===== src/hex_record_flash_writer_defines.svh =====
// Assertion macros shared by the hex record flash writer modules.
// Expects clk and arst_n in the scope of each use.
`ifndef HEX_RECORD_FLASH_WRITER_DEFINES_SVH
`define HEX_RECORD_FLASH_WRITER_DEFINES_SVH

// same-cycle implication
`define HRFW_ASSERT_IMP(label, ante, cons) \
	label: assert property (@(posedge clk) disable iff (!arst_n) (ante) |-> (cons)) \
		else $error("hrfw: same-cycle check failed");

// next-cycle implication
`define HRFW_ASSERT_NXT(label, ante, cons) \
	label: assert property (@(posedge clk) disable iff (!arst_n) (ante) |=> (cons)) \
		else $error("hrfw: next-cycle check failed");

`endif


===== src/hrfw_pkg.sv =====
// Types, constants and the hex digit decoder for the hex record flash writer.
// No dependencies.
package hrfw_pkg;

	localparam logic [9:0]  POS_MAX          = 10'd1023;
	localparam logic [7:0]  CHAR_ZERO        = 8'h30;
	localparam logic [7:0]  CHAR_NINE        = 8'h39;
	localparam logic [7:0]  CHAR_A           = 8'h41;
	localparam logic [7:0]  CHAR_F           = 8'h46;
	localparam logic [7:0]  LETTER_OFFSET    = 8'd55;
	localparam logic [15:0] BASE_HIGH_RESET  = 16'h0800;

	// character positions with a fixed meaning
	localparam logic [9:0]  POS_COUNT_HI     = 10'd1;
	localparam logic [9:0]  POS_COUNT_LO     = 10'd2;
	localparam logic [9:0]  POS_ADDR_FIRST   = 10'd3;
	localparam logic [9:0]  POS_ADDR_LAST    = 10'd6;
	localparam logic [9:0]  POS_KIND         = 10'd8;
	localparam logic [9:0]  POS_DATA         = 10'd9;

	// digit phase within a halfword group
	localparam logic [1:0]  PHASE_FIRST      = 2'd0;
	localparam logic [1:0]  PHASE_LAST       = 2'd3;

	typedef struct packed {
		logic [7:0] chr;
		logic       start;
	} item_t;

	typedef struct packed {
		logic       ok;
		logic [3:0] val;
	} hex_t;

	typedef struct packed {
		logic [31:0] address;
		logic [15:0] data;
		logic        error;
		logic        last;
	} result_t;

	function automatic hex_t hex_decode(input logic [7:0] c);
		hex_t       h;
		logic [7:0] diff;
		h    = '0;
		diff = '0;
		if (c >= CHAR_ZERO && c <= CHAR_NINE) begin
			diff  = c - CHAR_ZERO;
			h.ok  = 1'b1;
			h.val = diff[3:0];
		end else if (c >= CHAR_A && c <= CHAR_F) begin
			diff  = c - LETTER_OFFSET;
			h.ok  = 1'b1;
			h.val = diff[3:0];
		end
		return h;
	endfunction

endpackage


===== src/hex_record_flash_writer.sv =====
// After its fourth data digit passes the input register and is taken by the parser, a result is registered.
// Throughput: one character per cycle; the single record-state update per character
// sets it. A waiting write stalls the input once the input register holds a character.
// Reset: arst_n clears the stage valids and record state at once and loads the
// base high half with 0x0800.
// Top level of the hex record flash writer; depends on hrfw_pkg, hrfw_in_reg, hrfw_parser.

module hex_record_flash_writer (
	input  logic        clk,
	input  logic        arst_n,
	input  logic        cfg_we,
	input  logic [15:0] cfg_wdata,   // flash_base_high
	input  logic        s_axis_tvalid,
	output logic        s_axis_tready,
	input  logic [7:0]  s_axis_tdata,  // [7:0] record_char
	input  logic        s_axis_tuser,  // [0] record_start
	output logic        m_axis_tvalid,
	input  logic        m_axis_tready,
	output logic [47:0] m_axis_tdata,  // [31:0] write_address, [47:32] write_data
	output logic        m_axis_tuser,  // [0] digit_error
	output logic        m_axis_tlast   // last_write
);

	hrfw_pkg::item_t   in_item;
	hrfw_pkg::item_t   item_s1;
	hrfw_pkg::result_t res;
	logic              valid_s1;
	logic              taken;

	assign in_item.chr   = s_axis_tdata;
	assign in_item.start = s_axis_tuser;

	hrfw_in_reg u_in_reg (
		.clk      (clk),
		.arst_n   (arst_n),
		.in_valid (s_axis_tvalid),
		.in_ready (s_axis_tready),
		.in_item  (in_item),
		.valid_s1 (valid_s1),
		.item_s1  (item_s1),
		.taken    (taken)
	);

	hrfw_parser u_parser (
		.clk       (clk),
		.arst_n    (arst_n),
		.cfg_we    (cfg_we),
		.cfg_wdata (cfg_wdata),
		.valid_s1  (valid_s1),
		.item_s1   (item_s1),
		.taken     (taken),
		.res_valid (m_axis_tvalid),
		.res_ready (m_axis_tready),
		.res       (res)
	);

	assign m_axis_tdata = {res.data, res.address};
	assign m_axis_tuser = res.error;
	assign m_axis_tlast = res.last;

endmodule


===== src/hrfw_in_reg.sv =====
// Input register of the hex record flash writer: holds one accepted character.
// Depends on hrfw_pkg and hex_record_flash_writer_defines.svh.
`include "hex_record_flash_writer_defines.svh"

module hrfw_in_reg (
	input  logic          clk,
	input  logic          arst_n,
	input  logic          in_valid,
	output logic          in_ready,
	input  hrfw_pkg::item_t in_item,
	output logic          valid_s1,
	output hrfw_pkg::item_t item_s1,
	input  logic          taken
);

	// a held item leaves when the parser takes it, so a new one may enter then
	assign in_ready = !valid_s1 || taken;

	always_ff @(posedge clk or negedge arst_n) begin
		if (!arst_n) begin
			valid_s1 <= 1'b0;
		end else if (in_ready) begin
			valid_s1 <= in_valid;
		end
	end

	always_ff @(posedge clk) begin
		if (in_valid && in_ready) begin
			item_s1 <= in_item;
		end
	end

	`HRFW_ASSERT_NXT(a_hold_untaken, valid_s1 && !taken, valid_s1 && $stable(item_s1))
	`HRFW_ASSERT_IMP(a_take_needs_item, taken, valid_s1)

endmodule


===== src/hrfw_parser.sv =====
// Record state, per-character decode and result register of the flash writer.
// Depends on hrfw_pkg and hex_record_flash_writer_defines.svh.
`include "hex_record_flash_writer_defines.svh"

module hrfw_parser (
	input  logic              clk,
	input  logic              arst_n,
	input  logic              cfg_we,
	input  logic [15:0]       cfg_wdata,
	input  logic              valid_s1,
	input  hrfw_pkg::item_t   item_s1,
	output logic              taken,
	output logic              res_valid,
	input  logic              res_ready,
	output hrfw_pkg::result_t res
);

	logic [15:0] base_high_q;
	logic [9:0]  pos_q;
	logic [7:0]  bc_q;
	logic [15:0] la_q;
	logic [7:0]  kind_q;
	logic [11:0] nib_q;
	logic [6:0]  hw_q;
	logic        err_q;

	// values after an optional record start
	logic [9:0]  pos;
	logic [7:0]  bc;
	logic [15:0] la;
	logic [7:0]  kind;
	logic [11:0] nib;
	logic [6:0]  hw;
	logic        err;

	logic [9:0]  pos_n;
	logic [7:0]  bc_n;
	logic [15:0] la_n;
	logic [7:0]  kind_n;
	logic [11:0] nib_n;
	logic [6:0]  hw_n;
	logic        err_n;

	hrfw_pkg::hex_t    hex;
	hrfw_pkg::result_t res_n;
	logic              emit;
	logic [1:0]        phase;

	assign taken = valid_s1 && (!res_valid || res_ready);

	always_comb begin
		pos  = item_s1.start ? '0 : pos_q;
		bc   = item_s1.start ? '0 : bc_q;
		la   = item_s1.start ? '0 : la_q;
		kind = item_s1.start ? '0 : kind_q;
		nib  = item_s1.start ? '0 : nib_q;
		hw   = item_s1.start ? '0 : hw_q;
		err  = item_s1.start ? 1'b0 : err_q;

		hex   = hrfw_pkg::hex_decode(item_s1.chr);
		// data starts at position nine, which is one past a multiple of four
		phase = pos[1:0] - 2'd1;

		bc_n   = bc;
		la_n   = la;
		kind_n = kind;
		nib_n  = nib;
		hw_n   = hw;
		err_n  = err;
		emit   = 1'b0;

		if (pos >= hrfw_pkg::POS_COUNT_HI && pos <= hrfw_pkg::POS_ADDR_LAST) begin
			err_n = err | !hex.ok;
			if (pos == hrfw_pkg::POS_COUNT_HI) begin
				bc_n = {4'b0, hex.val};
			end else if (pos == hrfw_pkg::POS_COUNT_LO) begin
				bc_n = {bc[3:0], hex.val};
			end else if (pos == hrfw_pkg::POS_ADDR_FIRST) begin
				la_n = {12'b0, hex.val};
			end else begin
				la_n = {la[11:0], hex.val};
			end
		end else if (pos == hrfw_pkg::POS_KIND) begin
			kind_n = item_s1.chr;
		end else if (pos >= hrfw_pkg::POS_DATA && kind == hrfw_pkg::CHAR_ZERO
				&& hw < bc[7:1]) begin
			err_n = err | !hex.ok;
			if (phase == hrfw_pkg::PHASE_FIRST) begin
				nib_n = {8'b0, hex.val};
			end else if (phase != hrfw_pkg::PHASE_LAST) begin
				nib_n = {nib[7:0], hex.val};
			end else begin
				emit = 1'b1;
				hw_n = hw + 7'd1;
			end
		end

		pos_n = (pos == hrfw_pkg::POS_MAX) ? pos : pos + 10'd1;

		// digits arrive d1 d2 d3 d4; the halfword is d3 d4 d1 d2
		res_n.address = {base_high_q, la} + {24'b0, hw, 1'b0};
		res_n.data    = {nib[3:0], hex.val, nib[11:8], nib[7:4]};
		res_n.error   = err_n;
		res_n.last    = (hw_n == bc[7:1]);
	end

	always_ff @(posedge clk or negedge arst_n) begin
		if (!arst_n) begin
			base_high_q <= hrfw_pkg::BASE_HIGH_RESET;
		end else if (cfg_we) begin
			base_high_q <= cfg_wdata;
		end
	end

	always_ff @(posedge clk or negedge arst_n) begin
		if (!arst_n) begin
			pos_q  <= '0;
			bc_q   <= '0;
			la_q   <= '0;
			kind_q <= '0;
			nib_q  <= '0;
			hw_q   <= '0;
			err_q  <= 1'b0;
		end else if (taken) begin
			pos_q  <= pos_n;
			bc_q   <= bc_n;
			la_q   <= la_n;
			kind_q <= kind_n;
			nib_q  <= nib_n;
			hw_q   <= hw_n;
			err_q  <= err_n;
		end
	end

	always_ff @(posedge clk or negedge arst_n) begin
		if (!arst_n) begin
			res_valid <= 1'b0;
		end else if (taken) begin
			res_valid <= emit;
		end else if (res_ready) begin
			res_valid <= 1'b0;
		end
	end

	always_ff @(posedge clk) begin
		if (taken && emit) begin
			res <= res_n;
		end
	end

	`HRFW_ASSERT_NXT(a_emit_shows, taken && emit, res_valid)
	`HRFW_ASSERT_IMP(a_index_bound, 1'b1, hw_q <= bc_q[7:1])
	`HRFW_ASSERT_NXT(a_last_ends, taken && emit && res_n.last, hw_q == bc_q[7:1])

endmodule

===== config.mk =====
export PLATFORM = sky130hd
export DESIGN_NAME = hex_record_flash_writer
export DESIGN_NICKNAME = d
export VERILOG_FILES = /design/src/hrfw_pkg.sv /design/src/hex_record_flash_writer.sv /design/src/hrfw_in_reg.sv /design/src/hrfw_parser.sv
export VERILOG_INCLUDE_DIRS = /design/src /design/src/src
export SDC_FILE = /design/constraint.sdc
export NUM_CORES = 1
export LEC_CHECK = 0
export ABC_CLOCK_PERIOD_IN_PS = 15100
export BUFFER_PORTS_ARGS = -buffer_cell sky130_fd_sc_hd__clkbuf_2
export CELL_PAD_IN_SITES_DETAIL_PLACEMENT = 0
export CELL_PAD_IN_SITES_GLOBAL_PLACEMENT = 1
export CORE_MARGIN = 3
export CORE_UTILIZATION = 40
export DETAILED_ROUTE_END_ITERATION = 8
export PLACE_DENSITY = 0.81
export SETUP_SLACK_MARGIN = 0.02
export SYNTH_ARGS = -nofsm -noshare
export SYNTH_HDL_FRONTEND = slang
export SYNTH_SLANG_ARGS = --single-unit

===== constraint.sdc =====
create_clock -name clk -period 15.1 [get_ports clk]
set_input_delay 0.755 -clock clk [delete_from_list [all_inputs] [get_ports clk]]
set_output_delay 0.755 -clock clk [all_outputs]
set_load 0.1 [all_outputs]

==> summary.txt, run 1 <==
Slew @ Worst Pin = 0.8208 ns
Endpoints failing setup = 0
Final ANT Viol Nets = 0
1st-iter DRT viols = 300
Storage cell area = 0.003775 sq mm
First-pass GRT wire length = 26300 um
Final critical-path share of the clock period = 0.2795
Final net count = 783
Setup Buffers After CTS = 0
DIE AREA = 0.01938 sq mm
CP delay by family, top = buffers and inverters
Most common cell after layout, fill and taps aside = clkbuf_2
Skew-Pair Late Insertion Delay = 0.42 ns
Max-cap viol count = 0
Fin cells = 966
DRT met1 WL = 7156 um
Slew HR = 0.4528
Met3 wire len = 702 um
FFs w/ async S/R, synth = 0.5755
Vias/cell = 5.336
Pwr/cell area = 111.8 mW/mm^2
Hold crit path type = in -> async
Area Growth Syn to Fin = 16.66%
Mapped cell area = 0.007098 sq mm
Status = finished clean
Gr usage total = 0.1664
Overall Power = 925.6 uW
IO buf count = 81
Die width = 139.2 um
Syn Area/Cell = 10.92 sq um
CTS tree = built
Worst path bufs/invs = 4
Share of layout cells above drive strength 1 = 0.2038
Post-synth top area share = 0.2785
EDFF count, synth = 59
Syn nets = 705
Gpl congestion = 0.8619
Worst path required time = 15.14 ns
Drt total wl = 15690 um
Largest net degree at the start of global routing = 71
Cells after DPL = 934
Top FF cell, synth = dfrtp_1
Antenna Cells = 0
Routed wl met2 = 7629 um
First-pass DRT Iterations = 5
Starting density of the core = 0.4090
FF-to-FF path depth = 11
Yosys cell types = 75
Core ar. = 0.01736 sq mm
Leakage power total = 3.497 nW
Layout fillers = 1561
CP max-delay cell = buf_4
CP max FO = 70
Ports = 82
Most frequent cells in the layout = clkbuf_2, dfrtp_1, nand2_1
Startpoint Class = register
Setup Crit Path Kind = reg -> reg
Worst Skew = 0.009127 ns
Drt drc = 0
Crit path largest cell delay = 0.58 ns
WP data arrival = 4.26 ns
Origin of the critical flop-to-flop path = u_in_reg.item_s1[0]
#FFs+latches synth = 139
Initial antenna violation count = 0
CP Cell Sequence = buf_4 -> inv_1 -> nand2_1 -> inv_1 -> ha_1 -> or4b_1 -> a21oi_1 -> o221a_2 -> nand3_2 -> nor2_4 -> buf_4
Total grt overflow = 0
Cell taking the most area after synthesis = dfrtp_1
CTS Buffer Depth = 2
Final Hold Fails = 0
Hold_buf cts = 0
Max VDD drop = 114.7 uV
Clk pin slew, worst setup/hold paths = 0.06 ns
Pins Over Slew Limit = 0
Post-detail-place hpwl = 10960 um
Crit path capture type = register
Worst R2R End = u_parser.res[27]
Syn Inst Count = 650
Achievable frequency = 0.2369 GHz
Number of H-tree levels = 4
Row cnt = 48
Top Layer Used = met4
CTS Buf Count = 17
Area occupied by multi-input gates = 0.003089 sq mm
Vias in the first global route = 5188
Synth top area cells = dfrtp_1, edfxtp_1, ha_1, nand2_1, a22o_1
RSZ-0062 raised after global routing = no
Vias = 5155
WL per Instance = 16.24 um
Tmin final = 4.221 ns
R2R setup slack = 10.88 ns
Die Y = 139.2 um
Sink Count = 139
Resized cells post-CTS = 0
TNS Setup = 0 ns
Post-synthesis sequential area ratio = 0.5318
Yosys warnings = 0
Clk root buf = clkbuf_16
==> state kept, by name (all words and copies together) (netlist names) <==
name,flops
u_parser.hw_q,7
u_parser.pos_q,10
u_parser.res_valid,1
u_in_reg.item_s1,9
u_in_reg.valid_s1,1
u_parser.res,50
u_parser.kind_q,8
u_parser.err_q,1
u_parser.base_high_q,16
u_parser.bc_q,8
u_parser.nib_q,12
u_parser.la_q,16
==> logic make-up (layout without fill, tap and decap cells) <==
kind of cell | count (synthesis) | in the layout | synth area share
multiplexers | 24 | 24 | 0.03684
buffers and inverters | 55 | 146 | 0.03402
AND/OR/NAND/NOR | 226 | 226 | 0.1685
adder cells (fa/ha/maj) | 26 | 26 | 0.04654
AO/OA/AOI/OAI | 145 | 145 | 0.1391
XOR/XNOR | 35 | 35 | 0.04319
flip-flops | 139 | 139 | 0.5318
==> routing by layer <==
layer  up-vias  global-route usage
met5         -                   0
met4         0             0.04480
met3        17             0.04605
met2       124              0.2736
met1      2496              0.2185
li1       2518                   -
==> where the power goes <==
part	leakage, nW	internal [mW]	switching, mW	total [mW]
registers	1.62	0.410	0.0185	0.428
logic	1.59	0.0338	0.0578	0.0915
clock network	0.284	0.250	0.155	0.406
total	3.50	0.694	0.231	0.926
==> per-stage QoR <==
step / utilization / setup slack (ns) / area [sq um] / hold slack, ns
after global routing: 0.4771 / 10.56 / 8280 / 0.2694
after global placement: 0.4434 / 11.02 / 7696 / 0.4693
after floorplan: - / 10.20 / 7098 / 0.4498
after CTS: 0.4771 / 10.89 / 8280 / 0.2553
final: 0.4771 / 10.88 / 8280 / 0.2556
after detailed placement: 0.4434 / 10.92 / 7696 / 0.4870
==> synth_stat cells (all sizes together), types with 14 or more instances <==
cell type and count:
a21oi 26, a22o 24, clkbuf 16, dfrtp 79, edfxtp 59, ha 24, inv 27, mux2 17
nand2 77, nand3 15, nor2 36, nor2b 31, nor3 14, o21ai 41, xnor2 18, xor2 17
==> final cells by class <==
type | count | area share
sequential | 139 | 0.4559
multi-input combinational | 456 | 0.3731
clock buffer | 23 | 0.06044
timing repair buffer | 86 | 0.05379
tap | 225 | 0.03400
inverter | 28 | 0.01269
clock inverter | 9 | 0.01012
==> how the worst max path moves through the flow <==
stage	startpoint	end	slack, ns	cells after the start
after floorplan	u_in_reg.item_s1[0]	u_parser.res[0]	10.20	10
after global placement	u_in_reg.item_s1[0]	u_parser.res[22]	11.02	11
after detailed placement	u_in_reg.item_s1[0]	u_parser.res[22]	10.92	11
after CTS	u_in_reg.item_s1[0]	u_parser.res[27]	10.89	11
after global routing	u_in_reg.item_s1[0]	u_parser.res[27]	10.56	11
final	u_in_reg.item_s1[0]	u_parser.res[27]	10.88	11
Note: power is estimated with default switching activity, not from simulation.
==> run 2: changes to the inputs <==
--- a/config.mk
+++ b/config.mk
@@ -6,14 +6,14 @@
 export SDC_FILE = /design/constraint.sdc
 export NUM_CORES = 1
 export LEC_CHECK = 0
-export ABC_CLOCK_PERIOD_IN_PS = 15100
+export ABC_CLOCK_PERIOD_IN_PS = 3800
 export BUFFER_PORTS_ARGS = -buffer_cell sky130_fd_sc_hd__clkbuf_2
 export CELL_PAD_IN_SITES_DETAIL_PLACEMENT = 0
 export CELL_PAD_IN_SITES_GLOBAL_PLACEMENT = 1
 export CORE_MARGIN = 3
 export CORE_UTILIZATION = 40
 export DETAILED_ROUTE_END_ITERATION = 8
-export PLACE_DENSITY = 0.81
+export PLACE_DENSITY = 0.84
 export SETUP_SLACK_MARGIN = 0.02
 export SYNTH_ARGS = -nofsm -noshare
 export SYNTH_HDL_FRONTEND = slang
==> constraint.sdc (replaced) <==
create_clock -name clk -period 3.8 [get_ports clk]
set_input_delay 0.19 -clock clk [delete_from_list [all_inputs] [get_ports clk]]
set_output_delay 0.19 -clock clk [all_outputs]
set_load 0.1 [all_outputs]
==> run 2 against run 1 <==
  * Global-route usage increased by 0.69 points
  * Sequential cell count unchanged
  * Via count rose by 2.4%
  * Core utilization grew 1.8 points
  * Worst hold slack worse by 0.24 ns
  * Routed wire length is 3.3% higher
  * Clock skew increased by 0.0010 ns
  * Clock-buffer cell count is 3 lower
  * Sequential power rose to 4.0 times the previous value
==> summary.txt, run 2 (synthesis results as in run 1) <==
Initial antenna violation count = 0 (unchanged)
TNS Setup = 0 ns (unchanged)
R2R setup slack = 0.44 ns (-10.44 ns)
Worst path required time = 3.97 ns (-11.17 ns)
Vias/cell = 5.299 (-0.70%)
Pwr/cell area = 439.2 mW/mm^2 (+290%)
Final Hold Fails = 0 (unchanged)
CP max FO = 13 (-81%)
First-pass GRT wire length = 27140 um (+3.2%)
Max VDD drop = 338.0 uV (+190%)
Max-cap viol count = 0 (unchanged)
Worst Skew = 0.01016 ns (+0.001034 ns)
Tmin final = 3.358 ns (-0.8625 ns)
Worst slack, placed = 0.5073 ns (-10.41 ns)
Setup Crit Path Kind = reg -> reg
Worst R2R End = u_parser.res[29]
Finished Cell Area = 0.008587 sq mm (+3.7%)
Clk pin slew, worst setup/hold paths = 0.06 ns (about the same)
Slew HR = 0.2980 (-0.1548)
WL per Instance = 16.27 um (+0.18%)
Gpl congestion = 0.8438 (-2.1%)
Row cnt = 48 (unchanged)
Most frequent cells in the layout = clkbuf_2, dfrtp_1, nand2_1
Leakage power total = 3.644 nW (+4.2%)
IO buf count = 81 (unchanged)
Die width = 139.2 um (unchanged)
CTS Buf Count = 17 (unchanged)
CP Cell Sequence = nor2b_1 -> ha_1 -> inv_1 -> fa_1 -> nor2b_1 -> o21ai_0 -> a21boi_1 -> o211ai_1 -> and2_1 -> or3b_2 -> xnor2_1
Antenna Cells = 0 (unchanged)
Endpoints failing setup = 0 (unchanged)
CP max-delay cell = edfxtp_1
Origin of the critical flop-to-flop path = u_in_reg.item_s1[0]
FF-to-FF path depth = 11 (unchanged)
Cells after DPL = 944 (+1.1%)
Core ar. = 0.01736 sq mm (unchanged)
CTS Buffer Depth = 2 (unchanged)
Clk root buf = clkbuf_16
Pins Over Slew Limit = 0 (unchanged)
Resized cells post-CTS = 0 (unchanged)
Achievable frequency = 0.2978 GHz (+26%)
Crit path capture type = register
Largest net degree at the start of global routing = 81 (+14%)
Drt total wl = 16210 um (+3.3%)
Die Y = 139.2 um (unchanged)
Hold Crit Start = cfg_wdata[15]
Reg with most FFs = u_parser.res
Hold crit path type = in -> reg
Final ANT Viol Nets = 0 (unchanged)
Setup Buffers After CTS = 0 (unchanged)
Slew @ Worst Pin = 1.053 ns (+0.2322 ns)
Worst Setup EP = u_parser.res[29]
Sink Count = 139 (unchanged)
Starting density of the core = 0.4090 (unchanged)
CTS tree = built
First-pass DRT Iterations = 5 (unchanged)
Max reg flops = 50 (unchanged)
Total grt overflow = 0 (unchanged)
Hold_buf cts = 20 (+20)
Final net count = 813 (+3.8%)
Number of H-tree levels = 4 (unchanged)
Skew-Pair Late Insertion Delay = 0.43 ns (about the same)
Vias = 5278 (+2.4%)
Startpoint Class = register
Crit path largest cell delay = 0.55 ns (-0.03 ns)
Final critical-path share of the clock period = 0.8837 (+0.6042)
Share of layout cells above drive strength 1 = 0.2088 (+0.005041)
Area Growth Syn to Fin = 20.98%
Final WS setup = 0.4418 ns (-10.44 ns)
Cell Area, Placed = 0.007784 sq mm (+1.1%)
Vias in the first global route = 5298 (+2.1%)
Regs by FF count = u_parser.res (50), u_parser.base_high_q (16), u_parser.la_q (16)
1st-iter DRT viols = 409 (+36%)
CP startpoint = u_in_reg.item_s1[0]
Status = finished clean
Overall Power = 3.772 mW (+310%)
Most common cell after layout, fill and taps aside = clkbuf_2
RSZ-0062 raised after global routing = no
Drt drc = 0 (unchanged)
CP most frequent cell = nor2b_1
Post-detail-place hpwl = 11090 um (+1.2%)
Fin cells = 996 (+3.1%)
Ports = 82 (unchanged)
Gr usage total = 0.1733 (+0.006894)
WP data arrival = 3.53 ns (-0.73 ns)
Hold path cells = 2
DIE AREA = 0.01938 sq mm (unchanged)
run 2: changes by cell type in the layout (fill, tap and decap cells not counted), sizes merged:
cell         before  now
dlygate4sd3       0   20
inv              29   27
clkinvlp          2    1
clkbuf          103  100
bufinv            1    3
buf               6   16
clkinv            5    9
run 2: how the worst min path moves through the flow:
stage / slack, ns / to
global placement: 0.37 / u_in_reg.item_s1[4]
detailed placement: 0.37 / u_in_reg.item_s1[4]
floorplan: -0.11 / u_in_reg.valid_s1
global route: 0.0009 / u_parser.base_high_q[10]
finish: 0.01 / u_parser.base_high_q[15]
CTS: 0.0003 / u_parser.base_high_q[15]
run 2: layer usage:
layer / vias to the layer above / global-route usage / share of wire
met4: 0 / 0.05716 / 0.020
li1: 2571 / - / -
met5: - / 0 / 0
met3: 37 / 0.04021 / 0.040
met2: 122 / 0.2751 / 0.47
met1: 2548 / 0.2364 / 0.47
run 2: final cells by class:
type | count | area, sq um
Fill cell | 1567 | 8770
Sequential cell | 139 | 3775
Multi-Input combinational cell | 456 | 3089
Timing Repair Buffer | 116 | 733.2
Clock buffer | 20 | 456.7
Tap cell | 225 | 281.5
Clock inverter | 12 | 146.4
Inverter | 28 | 105.1
run 2: where the power goes:
group	switching (mW)	internal, mW
sequential	0.0759	1.63
clock	0.620	1.06
combinational	0.233	0.154
run 2: stage by stage:
step | hold WS, ns | util
final | 0.01063 | 0.4947
after global routing | 0.0008598 | 0.4947
after CTS | 0.0002972 | 0.4947
after detailed placement | 0.3686 | 0.4485
after global placement | 0.3671 | 0.4485
after floorplan | -0.1056 | -
run 2: critical path: cells and delay by family, from the launching register on:
kind,cells,cell delay [ns]
adders and majority gates,2,0.62
buffers and inverters,1,0.06
xor gates and xnor gates,1,0.14
and+or+nand+nor,4,1.24
AOI/OAI and AO/OA,3,0.49
DFF,1,0.55
